`src/hdl/gsr_pkg.sv`:
```
// shared types and constants of the game-pad serial responder
`default_nettype none
package gsr_pkg;
   localparam logic [7:0] CMD_READ    = 8'h42;
   localparam logic [7:0] CMD_CONFIG  = 8'h43;
   localparam logic [7:0] CMD_SETMODE = 8'h44;
   localparam logic [7:0] CMD_MODEL   = 8'h45;
   localparam logic [7:0] CMD_ACT     = 8'h46;
   localparam logic [7:0] CMD_COMB    = 8'h47;
   localparam logic [7:0] CMD_QMODE   = 8'h4C;
   localparam logic [7:0] CMD_TOGGLE  = 8'h4D;
   localparam int QUEUE_DEPTH = 2;

   typedef enum logic [2:0] {
      TBL_DATA, TBL_SETMODE, TBL_MODEL, TBL_ACT, TBL_COMB, TBL_QMODE, TBL_TOGGLE, TBL_CFG
   } tbl_type;

   typedef struct packed {
      logic       start;
      logic       analog;
      logic [7:0] host_byte;
      logic [15:0] buttons;
      logic [31:0] axes;
   } item_type;

   typedef struct packed {
      logic [7:0] reply_byte;
      logic [7:0] motor_small;
      logic [7:0] motor_large;
   } result_type;
endpackage
`default_nettype wire

```
`src/hdl/gamepad_serial_responder.sv`:
```
// top level of the game-pad serial responder
// use: each req_ transfer is one event of the console link: tuser 0 marks the
// start of a poll frame, tuser 1 exchanges one byte. every request gives exactly
// one rsp_ transfer carrying the reply byte and both latched motor levels.
// csr_ writes the analog-pad setting; write it only while the block is idle.
// a request passes through the input queue, then the protocol engine with its
// output register.
// throughput: one transfer per cycle while the receiver does not stall.
// the two-entry input queue lets requests keep arriving while a response
// waits; if the receiver stalls, the queue fills and req_tready drops.
// reset: pad state returns to digital mode, id 0x41, motors off, analog
// setting 1; queue and output register empty.
`default_nettype none
module gamepad_serial_responder
   import gsr_pkg::*;
#(
   parameter int DEPTH = QUEUE_DEPTH
) (
   input  wire logic        clock,
   input  wire logic        reset,
   input  wire logic        req_tvalid,
   output logic             req_tready,
   input  wire logic [55:0] req_tdata,  // host_byte, button_bits, right_x, right_y, left_x, left_y
   input  wire logic        req_tuser,  // kind
   output logic             rsp_tvalid,
   input  wire logic        rsp_tready,
   output logic [23:0]      rsp_tdata,  // reply_byte, motor_small, motor_large
   input  wire logic        csr_valid,
   output logic             csr_ready,
   input  wire logic        csr_data
);
   logic       analog_ff;
   item_type   item, q_item;
   logic       q_valid, q_ready;
   result_type res;

   assign csr_ready = 1'b1;
   always_ff @(posedge clock) begin
      if (reset) analog_ff <= 1'b1;
      else if (csr_valid) analog_ff <= csr_data;
   end

   always_comb begin
      item.start     = req_tuser;
      item.analog    = analog_ff;
      item.host_byte = req_tdata[7:0];
      item.buttons   = req_tdata[23:8];
      item.axes      = req_tdata[55:24];
   end

   gsr_front #(.DEPTH(DEPTH)) u_front (
      .clock, .reset, .in_valid(req_tvalid), .in_ready(req_tready), .in_item(item),
      .out_valid(q_valid), .out_ready(q_ready), .out_item(q_item)
   );

   gsr_back u_back (
      .clock, .reset, .in_valid(q_valid), .in_ready(q_ready), .in_item(q_item),
      .out_valid(rsp_tvalid), .out_ready(rsp_tready), .out_result(res)
   );

   assign rsp_tdata = {res.motor_large, res.motor_small, res.reply_byte};
endmodule
`default_nettype wire

```
`src/hdl/gsr_front.sv`:
```
// input stage: takes transfers, already tagged with the analog setting by the top level, and queues them
`default_nettype none
module gsr_front
   import gsr_pkg::*;
#(
   parameter int DEPTH = QUEUE_DEPTH
) (
   input  wire logic     clock,
   input  wire logic     reset,
   input  wire logic     in_valid,
   output logic          in_ready,
   input  wire item_type in_item,
   output logic          out_valid,
   input  wire logic     out_ready,
   output item_type      out_item
);
   localparam int AW = (DEPTH > 1) ? $clog2(DEPTH) : 1;
   item_type          mem_ff [DEPTH];
   logic [AW-1:0]     wr_ff, wr_in, rd_ff, rd_in;
   logic [AW:0]       cnt_ff, cnt_in;
   logic              push, pop;

   assign in_ready  = (cnt_ff != (AW+1)'(DEPTH));
   assign out_valid = (cnt_ff != '0);
   assign out_item  = mem_ff[rd_ff];
   assign push = in_valid && in_ready;
   assign pop  = out_valid && out_ready;

   always_comb begin
      wr_in = wr_ff;
      rd_in = rd_ff;
      if (push) wr_in = (wr_ff == AW'(DEPTH-1)) ? '0 : wr_ff + 1'b1;
      if (pop) rd_in = (rd_ff == AW'(DEPTH-1)) ? '0 : rd_ff + 1'b1;
      cnt_in = cnt_ff + (AW+1)'(push) - (AW+1)'(pop);
   end

   always_ff @(posedge clock) begin
      if (reset) begin
         wr_ff  <= '0;
         rd_ff  <= '0;
         cnt_ff <= '0;
      end else begin
         wr_ff  <= wr_in;
         rd_ff  <= rd_in;
         cnt_ff <= cnt_in;
      end
      if (push) mem_ff[wr_ff] <= in_item;
   end
endmodule
`default_nettype wire

```
`src/hdl/gsr_back.sv`:
```
// protocol engine: per-byte state update, reply selection and output register
`default_nettype none
module gsr_back
   import gsr_pkg::*;
(
   input  wire logic     clock,
   input  wire logic     reset,
   input  wire logic     in_valid,
   output logic          in_ready,
   input  wire item_type in_item,
   output logic          out_valid,
   input  wire logic     out_ready,
   output result_type    out_result
);
   logic [3:0]  byte_pos_ff, byte_pos_in, frame_len_ff, frame_len_in;
   logic [7:0]  cmd_ff, cmd_in;
   tbl_type     sel_ff, sel_in;
   logic [7:0]  amode_ff, amode_in, cflag_ff, cflag_in, pad_id_ff, pad_id_in;
   logic [3:0]  slot_ff [2];
   logic [3:0]  slot_in [2];
   logic [7:0]  motor_ff [2];
   logic [7:0]  motor_in [2];
   logic [15:0] btn_ff, btn_in;
   logic [31:0] axes_ff, axes_in;
   logic [23:0] tail_ff, tail_in;
   logic [7:0]  mrep_ff, mrep_in;
   logic [5:0]  tog_ff, tog_in;
   logic        valid_ff;
   result_type  res_ff, res_in;
   logic        take;
   logic [7:0]  v, reply, c;
   logic [2:0]  p;
   logic [2:0]  half;

   assign in_ready   = !valid_ff || out_ready;
   assign out_valid  = valid_ff;
   assign out_result = res_ff;
   assign take = in_valid && in_ready;
   assign v = in_item.host_byte;
   assign p = byte_pos_ff[2:0];

   function automatic logic [7:0] tbl_byte(input tbl_type s, input logic [2:0] q,
         input logic [15:0] b, input logic [31:0] a, input logic [7:0] am,
         input logic [23:0] t, input logic [7:0] mr, input logic [5:0] tg);
      logic [7:0] r;
      r = 8'h00;
      if (q == 3'd0) r = 8'hFF;
      else if (q == 3'd1) r = 8'h5A;
      else begin
         unique case (s)
            TBL_DATA: begin
               case (q)
                  3'd2: r = b[7:0];
                  3'd3: r = b[15:8];
                  3'd4: r = a[7:0];
                  3'd5: r = a[15:8];
                  3'd6: r = a[23:16];
                  default: r = a[31:24];
               endcase
            end
            TBL_MODEL: begin
               case (q)
                  3'd2: r = 8'h01;
                  3'd3: r = 8'h02;
                  3'd4: r = am;
                  3'd5: r = 8'h02;
                  3'd6: r = 8'h01;
                  default: r = 8'h00;
               endcase
            end
            TBL_ACT: begin
               case (q)
                  3'd4: r = 8'h01;
                  3'd5: r = t[7:0];
                  3'd6: r = t[15:8];
                  3'd7: r = t[23:16];
                  default: r = 8'h00;
               endcase
            end
            TBL_COMB: r = (q == 3'd4) ? 8'h02 : (q == 3'd6) ? 8'h01 : 8'h00;
            TBL_QMODE: r = (q == 3'd5) ? mr : 8'h00;
            TBL_TOGGLE: r = tg[q - 3'd2] ? 8'hFF : 8'h00;
            default: r = 8'h00;
         endcase
      end
      return r;
   endfunction

   always_comb begin
      byte_pos_in = byte_pos_ff; frame_len_in = frame_len_ff; cmd_in = cmd_ff;
      sel_in = sel_ff; amode_in = amode_ff; cflag_in = cflag_ff; pad_id_in = pad_id_ff;
      slot_in = slot_ff; motor_in = motor_ff; btn_in = btn_ff; axes_in = axes_ff;
      tail_in = tail_ff; mrep_in = mrep_ff; tog_in = tog_ff;
      reply = 8'hFF;
      c = in_item.analog ? v : CMD_READ;
      half = 3'((4'(p) - 4'd1) >> 1);
      if (!in_item.start) begin
         byte_pos_in = '0;
      end else if (byte_pos_ff == '0) begin
         cmd_in = c; byte_pos_in = 4'd1; frame_len_in = 4'd8; reply = 8'hF3;
         unique case (c)
            CMD_SETMODE: sel_in = TBL_SETMODE;
            CMD_MODEL:   sel_in = TBL_MODEL;
            CMD_ACT:     sel_in = TBL_ACT;
            CMD_COMB:    sel_in = TBL_COMB;
            CMD_QMODE:   sel_in = TBL_QMODE;
            CMD_TOGGLE:  sel_in = TBL_TOGGLE;
            default: begin
               if (c == CMD_CONFIG && cflag_ff != '0) sel_in = TBL_CFG;
               else begin
                  sel_in = TBL_DATA; btn_in = in_item.buttons; reply = pad_id_ff;
                  if (amode_ff == 8'd1) axes_in = in_item.axes;
                  else frame_len_in = 4'd4;
               end
            end
         endcase
      end else if (byte_pos_ff < frame_len_ff) begin
         if (p == 3'd2) begin
            unique case (cmd_ff)
               CMD_CONFIG: cflag_in = v;
               CMD_SETMODE: begin
                  amode_in = v; pad_id_in = (v != '0) ? 8'h73 : 8'h41;
               end
               CMD_ACT: begin
                  if (v == 8'd0) tail_in = 24'h0A0002;
                  else if (v == 8'd1) tail_in = 24'h140101;
               end
               CMD_QMODE: begin
                  if (v == 8'd0) mrep_in = 8'd4;
                  else if (v == 8'd1) mrep_in = 8'd7;
               end
               default: ;
            endcase
         end
         if (in_item.analog) begin
            if (cmd_ff == CMD_READ) begin
               for (int i = 0; i < 2; i++)
                  if (slot_ff[i] == byte_pos_ff) motor_in[i] = v;
            end else if (cmd_ff == CMD_TOGGLE) begin
               for (int i = 0; i < 2; i++)
                  if (slot_ff[i] == byte_pos_ff && p >= 3'd2) tog_in[p - 3'd2] = 1'b0;
               if (v < 8'd2) begin
                  slot_in[v[0]] = byte_pos_ff;
                  if (pad_id_ff[3:0] < {1'b0, half})
                     pad_id_in = {pad_id_ff[7:4], 1'b0, half};
               end
            end
         end
         reply = tbl_byte(sel_ff, p, btn_ff, axes_ff, amode_ff, tail_ff, mrep_ff, tog_in);
         byte_pos_in = byte_pos_ff + 4'd1;
      end
      res_in.reply_byte  = reply;
      res_in.motor_small = motor_in[0];
      res_in.motor_large = motor_in[1];
   end

   always_ff @(posedge clock) begin
      if (reset) begin
         valid_ff <= 1'b0; byte_pos_ff <= '0; frame_len_ff <= '0; cmd_ff <= '0;
         sel_ff <= TBL_DATA; amode_ff <= '0; cflag_ff <= '0; pad_id_ff <= 8'h41;
         slot_ff[0] <= 4'hF; slot_ff[1] <= 4'hF; motor_ff[0] <= '0; motor_ff[1] <= '0;
         btn_ff <= 16'hFFFF; axes_ff <= {4{8'h80}}; tail_ff <= 24'h0A0002;
         mrep_ff <= '0; tog_ff <= '1;
      end else begin
         valid_ff <= take || (valid_ff && !out_ready);
         if (take) begin
            res_ff <= res_in;
            byte_pos_ff <= byte_pos_in; frame_len_ff <= frame_len_in; cmd_ff <= cmd_in;
            sel_ff <= sel_in; amode_ff <= amode_in; cflag_ff <= cflag_in;
            pad_id_ff <= pad_id_in; slot_ff <= slot_in; motor_ff <= motor_in;
            btn_ff <= btn_in; axes_ff <= axes_in; tail_ff <= tail_in;
            mrep_ff <= mrep_in; tog_ff <= tog_in;
         end
      end
   end
endmodule
`default_nettype wire

```
`config.mk`:
```
export PLATFORM = sky130hd
export DESIGN_NAME = gamepad_serial_responder
export DESIGN_NICKNAME = d
export VERILOG_FILES = /design/src/hdl/gsr_pkg.sv /design/src/hdl/gamepad_serial_responder.sv /design/src/hdl/gsr_front.sv /design/src/hdl/gsr_back.sv
export SDC_FILE = /design/constraint.sdc
export NUM_CORES = 1
export LEC_CHECK = 0
export ABC_AREA = 1
export BUFFER_PORTS_ARGS = -buffer_cell sky130_fd_sc_hd__buf_2
export CORE_ASPECT_RATIO = 0.9
export CORE_MARGIN = 8
export CORE_UTILIZATION = 47
export DETAILED_ROUTE_END_ITERATION = 8
export GPL_ROUTABILITY_DRIVEN = 1
export PLACE_DENSITY_LB_ADDON = 0.25
export SYNTH_ARGS = -nofsm -noshare
export SYNTH_HDL_FRONTEND = slang
export SYNTH_SLANG_ARGS = --single-unit
```
`constraint.sdc`:
```
create_clock -name clock -period 4.7 [get_ports clock]
set_input_delay 0.235 -clock clock [delete_from_list [all_inputs] [get_ports clock]]
set_output_delay 0.235 -clock clock [all_outputs]
set_load 0.02 [all_outputs]
```
==> results of run 1 <==
==> worst max-delay path: stages, from the launching register on <==
cell and delay (ns):
dfxtp_1 0.41, inv_1 0.33, ha_1 0.25, inv_1 0.07, nor2_2 0.13, inv_2 0.06, nor2_4 0.15, inv_2 0.07
nor2_1 0.11, inv_2 0.08, nor2_2 0.40, bufinv_8 0.31, nor2_4 0.12, nand2_4 0.21, inv_2 0.49, o21ai_1 0.10
nor2_1 0.17
==> cell usage in the layout, fill, tap and decap left out, types with 12 or more instances in the layout <==
master	count
nand2_1	273
edfxtp_1	140
nor2_1	137
dfxtp_1	129
inv_1	101
buf_2	88
o21ai_0	68
dlygate4sd3_1	60
a21oi_1	57
o21ai_1	45
nand3_1	35
clkbuf_16	28
o211ai_2	20
inv_2	16
or2_2	16
ha_1	16
nand2_2	15
nor3_1	14
nand4_1	12
nand3_2	12
==> synth_stat cells, types with 9 or more instances <==
cell,n,share of area [%]
ha_1,16,1.7
o211ai_1,10,0.64
o21ai_0,69,3.0
clkbuf_1,31,1.0
nand3_2,12,1.0
nand2_2,15,0.80
o211ai_2,20,2.1
edfxtp_1,140,36
inv_2,16,0.51
a21oi_1,57,2.4
nand3_1,35,1.5
dfxtp_1,130,22
nand2_1,273,8.8
nor3_1,14,0.60
or2_2,16,0.86
nor2_1,140,4.5
inv_1,101,3.2
buf_6,9,0.87
nand4_1,12,0.64
o21ai_1,44,1.9
==> cells by family after synthesis <==
| family | count (synthesis) | share of synthesized area (%) |
|---|---|---|
| XOR/XNOR | 2 | 0.150 |
| flip-flops | 270 | 58.3 |
| AND/OR/NAND/NOR | 543 | 20.5 |
| adder cells (fa/ha/maj) | 16 | 1.72 |
| buffers and inverters | 176 | 6.64 |
| AO/OA/AOI/OAI | 235 | 12.6 |
| other | 1 | 0.0321 |
==> routing by layer <==
metal,part of all wire (%),up-vias
li1,-,4445
met1,46,4145
met2,46,269
met3,5.8,53
met4,2.1,0
met5,0,-
==> worst paths after layout <==
check                           slack, ns  depth (start not counted)            endpoint
worst max-delay path                 1.12                         16  u_back.axes_ff[17]
worst min-delay path                 0.21                          5       u_front.wr_ff
worst max register to register       1.12                         16  u_back.axes_ff[17]
worst min register to register       0.45                          1           flip-flop
==> sequential cells by signal, indices dropped and copies added, names as in the netlist, named ones only <==
name and flops:
analog_ff 1, u_back.out_valid 1, u_back.mrep_ff 2, u_front.rd_ff 1
u_back.btn_ff 16, u_back.cflag_ff 8, u_front.mem_ff 116, u_front.cnt_ff 2
u_back.motor_ff 16, u_back.tog_ff 6, u_back.frame_len_ff 2, u_back.byte_pos_ff 4
u_front.wr_ff 1, u_back.out_result 24, u_back.pad_id_ff 8, u_back.cmd_ff 8
u_back.sel_ff 3, u_back.tail_ff 2, u_back.amode_ff 8, u_back.slot_ff 8
u_back.axes_ff 32
==> power groups by stage <==
stage	logic, mW	registers, mW	clock network (mW)
3_3_place_gp	2.01	3.14	0
2_1_floorplan	1.44	3.18	0
4_1_cts	2.07	3.10	2.16
6_report	2.06	3.10	2.12
3_5_place_dp	2.02	3.15	0
5_1_grt	2.32	3.14	2.26
==> cell type report <==
class,count,area share (%)
inverter,122,3.44
timing repair buffer,158,8.10
clock inverter,15,0.935
tap,308,2.80
multi-input combinational,797,29.8
clock buffer,37,5.55
sequential,270,49.4
==> per-stage QoR <==
stage,std cells,worst slack [ns],power (mW)
after CTS,1707,1.14,7.33
after global placement,1595,1.17,5.15
after global routing,1707,0.762,7.71
after floorplan,1243,1.09,4.62
final,1707,1.12,7.28
after detailed placement,1595,1.16,5.17
==> results by group, run 1 <==
Outcome
  • Status: completed

Finish
  • Area grow syn2layout: 18.1%
  • Footprint of the multi-input gates: 4110 sq um
  • ANT cells: 0
  • Post-Layout Inst Area: 13800 sq um
  • Reg area: 6810 sq um
  • Final net count: 1456
  • Final design utilization: 56.7%
  • Share of layout cells above drive strength 1: 17.7%
  • Filler cell count: 2116

Power and ir drop
  • Flop pwr share: 42.6%
  • Peak supply drop: 0.325 mV
  • P_sw: 2.53 mW
  • Pleak: 5.72 nW
  • Switching Share: 34.7%
  • Gate power share: 28.4%
  • Power per standard cell area: 528 nW/um^2
  • Clk pwr share: 29.1%
  • Internal power: 4.75 mW

STA
  • Fin. Hold Viols: 0
  • Hold_ws: 0.208 ns
  • Worst slew margin: 15.8%
  • Tightest Pin Transition: 1.26 ns
  • Final Skew: 0.00939 ns
  • Slew Viols, Final: 0
  • Fin crit period: 3.58 ns
  • Setup violators final: 0
  • RSZ-0062 raised after global routing: false
  • Setup tns final: 0 ns
  • Fmax: 279 MHz
  • Final period utilization: 76.3%

Logic synthesis
  • Post-Synthesis Cells: 1243
  • Netlist Area Pre-Place: 11700 sq um
  • Number of synthesized flops with an enable pin: 140
  • Async S/R FF share, synth: 0%
  • Synthesized Nets: 1322
  • Syn_area_per_cell: 9.39 sq um
  • Post-synth cell types: 54
  • Synth warnings: 0
  • Post-synthesis sequential area ratio: 58.3%
  • Top FF cell, synth: edfxtp_1
  • Yosys reg bits: 270

Routing
  • Drt initial violations: 690
  • Vias: 8912
  • First-pass iteration count of the detailed router: 5
  • Via/cell ratio: 5.22
  • DR WL/cell: 16.4 um
  • Final wirelength: 28000 um
  • Antenna viol nets, final: 0
  • DRC: 0

Global route
  • Met2 Track Usage GR: 31.2%
  • First-pass GRT wire length: 45600 um
  • Overall Global Routing Usage: 18.6%
  • Initial antenna violation count: 0
  • Met3 GRT Util: 2.82%
  • Met1 usage: 25.2%
  • Overflow after GRT: 0
  • Number of global-route vias before repair: 8684
  • Pin count of the biggest net entering global routing: 60
  • Most Crowded Layer GR: met2

Clocking
  • Post-cts gate resize count: 0
  • CTS buffer count: 28
  • Clock Tree Buf Depth: 3
  • Post-CTS Setup Bufs: 0
  • TritonCTS clock tree: done
  • Post-CTS Hold Buffers: 60
  • Root Buffer: clkbuf_16
  • H-tree Lvls: 1
  • CTS clk-pin slew, worst paths: 0.06 ns
  • Clk sinks: 270
  • Clk_lat worst skew: 0.55 ns

Floorplanning
  • Die Y: 165 um
  • DIE WIDTH: 182 um
  • CORE AREA: 24300 sq um
  • Rows: 54
  • Die ar.: 30100 sq um
  • I/O pins: 90
  • Starting Density: 48.0%

Worst setup path
  • Worst Path Arrival: 4.06 ns
  • CP Capture Type: flip-flop
  • Critical path fanouts, max: 33
  • Nature of the critical path startpoint: flip-flop
  • Setup CP Type: flip-flop to flip-flop
  • R2R Path Start: u_back.byte_pos_ff[1]
  • Required @ worst endpoint: 5.17 ns
  • Setup crit start: u_back.byte_pos_ff[1]

Placed design
  • PortBufs: 88
  • Cell Area, Placed: 12300 sq um
  • Detail Placement HPWL: 18400 um
  • Final RePlAce weighted congestion: 0.923

Job
  • Max cap viols: 0

Min path
  • Min-delay src: req_tvalid
  • Tightest Hold Check Type: primary input to flip-flop
No activity file was read; power rests on OpenSTA's default activity.
==> inputs of run 2 (changes only) <==
- ABC_AREA: 1 -> 0
- clock period: 4.7 -> 3.5 ns (I/O delays scaled with it)
==> run 2 against run 1 <==
Against the previous run: maximum frequency grew 9.3%; final area is 0.79% lower; clock skew is 0.0042 ns higher; wire length shrank 1.2%; clock-buffer cell count decreased by 6; critical path type unchanged; cell count is 15% lower; highest routed layer unchanged; critical path depth fell by 9; clock power is 39% higher; first-iteration DRC count decreased by 0.29%; synthesized cell count is 21% lower.
==> results by group, run 2 <==
STA
  • Final period utilization: 93.7%
  • Final Skew: 0.0136 ns
  • Fin. Hold Viols: 0
  • Worst slew margin: 9.40%
  • Setup violators final: 0
  • Hold_ws: 0.0699 ns
  • Post-route setup slack: 0.221 ns
  • Slew Viols, Final: 0
  • Fin crit period: 3.28 ns
  • Setup tns final: 0 ns
  • RSZ-0062 raised after global routing: false
  • Tightest Pin Transition: 1.35 ns
  • Fmax: 305 MHz

Outcome
  • Status: completed

Logic synthesis
  • Post-synth cell types: 70
  • Post-synth top area share: 36.8%
  • Cell accounting for the most synthesized area: edfxtp_1
  • Yosys reg bits: 270
  • Post-synthesis sequential area ratio: 59.6%
  • Number of synthesized flops with an enable pin: 140
  • Most common library cells after synthesis: 140 x edfxtp_1, 130 x dfxtp_1, 103 x nor2_1, 75 x a21oi_1, 65 x mux2i_1
  • Ranking of synthesized cells by area: edfxtp_1 37%, dfxtp_1 23%, mux2i_1 5.7%
  • Synth warnings: 0
  • Post-Synthesis Cells: 986
  • Most common cell in the netlist: edfxtp_1
  • Netlist Area Pre-Place: 11400 sq um
  • Top FF cell, synth: edfxtp_1
  • Synthesized Nets: 1065
  • Syn_area_per_cell: 11.6 sq um
  • Async S/R FF share, synth: 0%

Floorplanning
  • Die Y: 164 um
  • DIE WIDTH: 180 um
  • Starting Density: 47.5%
  • I/O pins: 90
  • Die ar.: 29600 sq um
  • CORE AREA: 24100 sq um
  • Rows: 54

Worst setup path
  • R2R Setup Slk: 0.22 ns
  • Slowest-stage cell, CP: nor4_1
  • Top delay family on crit path: simple AND/OR/NAND/NOR gates
  • CP peak stage delay: 1.12 ns
  • Required @ worst endpoint: 3.89 ns
  • CP Capture Type: flip-flop
  • Worst Path Arrival: 3.66 ns
  • Nature of the critical path startpoint: flip-flop
  • Buf/Inv on CP: 1
  • Setup CP Type: flip-flop to flip-flop
  • Crit path cell chain: inv_1, ha_1, nor2b_1, nor4_1, a21oi_1, nand3_1, o22a_1
  • Critical path fanouts, max: 15

Routing
  • Antenna viol nets, final: 0
  • First-pass iteration count of the detailed router: 5
  • Final wirelength: 27700 um
  • DR WL/cell: 19.1 um
  • Vias: 8220
  • Drt initial violations: 688
  • DRC: 0
  • Via/cell ratio: 5.68

Finish
  • ANT cells: 0
  • Share of layout cells above drive strength 1: 17.3%
  • Post-Layout Inst Area: 13700 sq um
  • Most frequent cells in the layout: 140 x edfxtp_1, 129 x dfxtp_1, 100 x nor2_1
  • Most flops, register: u_front.mem_ff
  • Filler cell count: 2001
  • Final cell count without fillers: 1447
  • Max reg flops: 116
  • Area grow syn2layout: 19.7%
  • Final design utilization: 56.8%
  • Most common cell after layout, fill and taps aside: edfxtp_1
  • Final net count: 1197

Min path
  • Tightest Hold Check Type: primary input to flip-flop

Clocking
  • Clk sinks: 270
  • Post-cts gate resize count: 0
  • H-tree Lvls: 1
  • Clock Tree Buf Depth: 3
  • CTS clk-pin slew, worst paths: 0.07 ns
  • CTS buffer count: 27
  • Clk_lat worst skew: 0.54 ns
  • Root Buffer: clkbuf_16
  • TritonCTS clock tree: done

Power and ir drop
  • Total power: 8.99 mW
  • Power per standard cell area: 658 nW/um^2
  • Pleak: 4.83 nW
  • Peak supply drop: 0.478 mV

Placed design
  • PortBufs: 88
  • Placed cell count: 1337
  • Detail Placement HPWL: 18600 um
  • Worst slack, placed: 0.385 ns
  • Cell Area, Placed: 12200 sq um
  • Final RePlAce weighted congestion: 0.879

Global route
  • First-pass GRT wire length: 43600 um
  • Overflow after GRT: 0
  • Pin count of the biggest net entering global routing: 59
  • Number of global-route vias before repair: 7870
  • Overall Global Routing Usage: 18.3%
  • Initial antenna violation count: 0

Job
  • Max cap viols: 0
run 2: changes by cell type after synthesis, sizes merged, moves of 45 or more:
cell	delta
a211oi	+48
inv	-104
mux2i	+65
o21ai	-87
nand2	-243
nor2	-45
run 2: cell type report:
| type | count | area, sq um | area share (%) |
|---|---|---|---|
| Tap cell | 308 | 385 | 2.82 |
| Clock buffer | 31 | 701 | 5.12 |
| Sequential cell | 270 | 6810 | 49.8 |
| Clock inverter | 19 | 215 | 1.57 |
| Timing Repair Buffer | 172 | 1220 | 8.95 |
| Inverter | 14 | 52.6 | 0.384 |
| Multi-Input combinational cell | 633 | 4290 | 31.3 |
run 2: per-layer routing:
metal | track usage (%) | share of wire [%]
met1 | 25.3 | 46
met2 | 29.2 | 45
met3 | 3.45 | 6.8
met4 | 4.69 | 2.2
met5 | 0 | 0
run 2: logic make-up (layout without fill, tap and decap cells):
family	Yosys count	count (layout)	synth area share (%)
and+or+nand+nor	274	274	12.0
DFF	270	270	59.6
AOI/OAI and AO/OA	240	240	14.5
muxes	89	89	8.06
buffers and inverters	83	236	3.07
adders and majority gates	16	16	1.75
xor gates and xnor gates	13	13	0.997
other	1	1	0.0328
run 2: timing repair:
item / 4_1_cts / 5_1_grt
buffers inserted: 0 / 0
hold buffers: 60 / 0
hold endpoints to repair: 116 / 0
run 2: worst register-to-register path, cell delays in order, from the launching register on:
cell and delay (ns):
dfxtp_1 0.65, inv_1 0.26, ha_1 0.31, nor2b_1 0.21, nor4_1 1.13, a21oi_1 0.21, nand3_1 0.17, o22a_1 0.20
run 2: power by group:
| part | switching, mW | internal [mW] |
|---|---|---|
| clock network | 1.21 | 1.74 |
| registers | 0.234 | 3.77 |
| logic | 1.27 | 0.766 |
run 2: path summary, 6_finish.rpt:
check,end,depth (start not counted),start
min reg2reg,u_back.tog_ff[4],1,u_back.tog_ff[4]
min,u_front.wr_ff,4,req_tvalid
max,u_back.out_result[22],7,u_back.byte_pos_ff[2]
max reg2reg,u_back.out_result[22],7,u_back.byte_pos_ff[2]
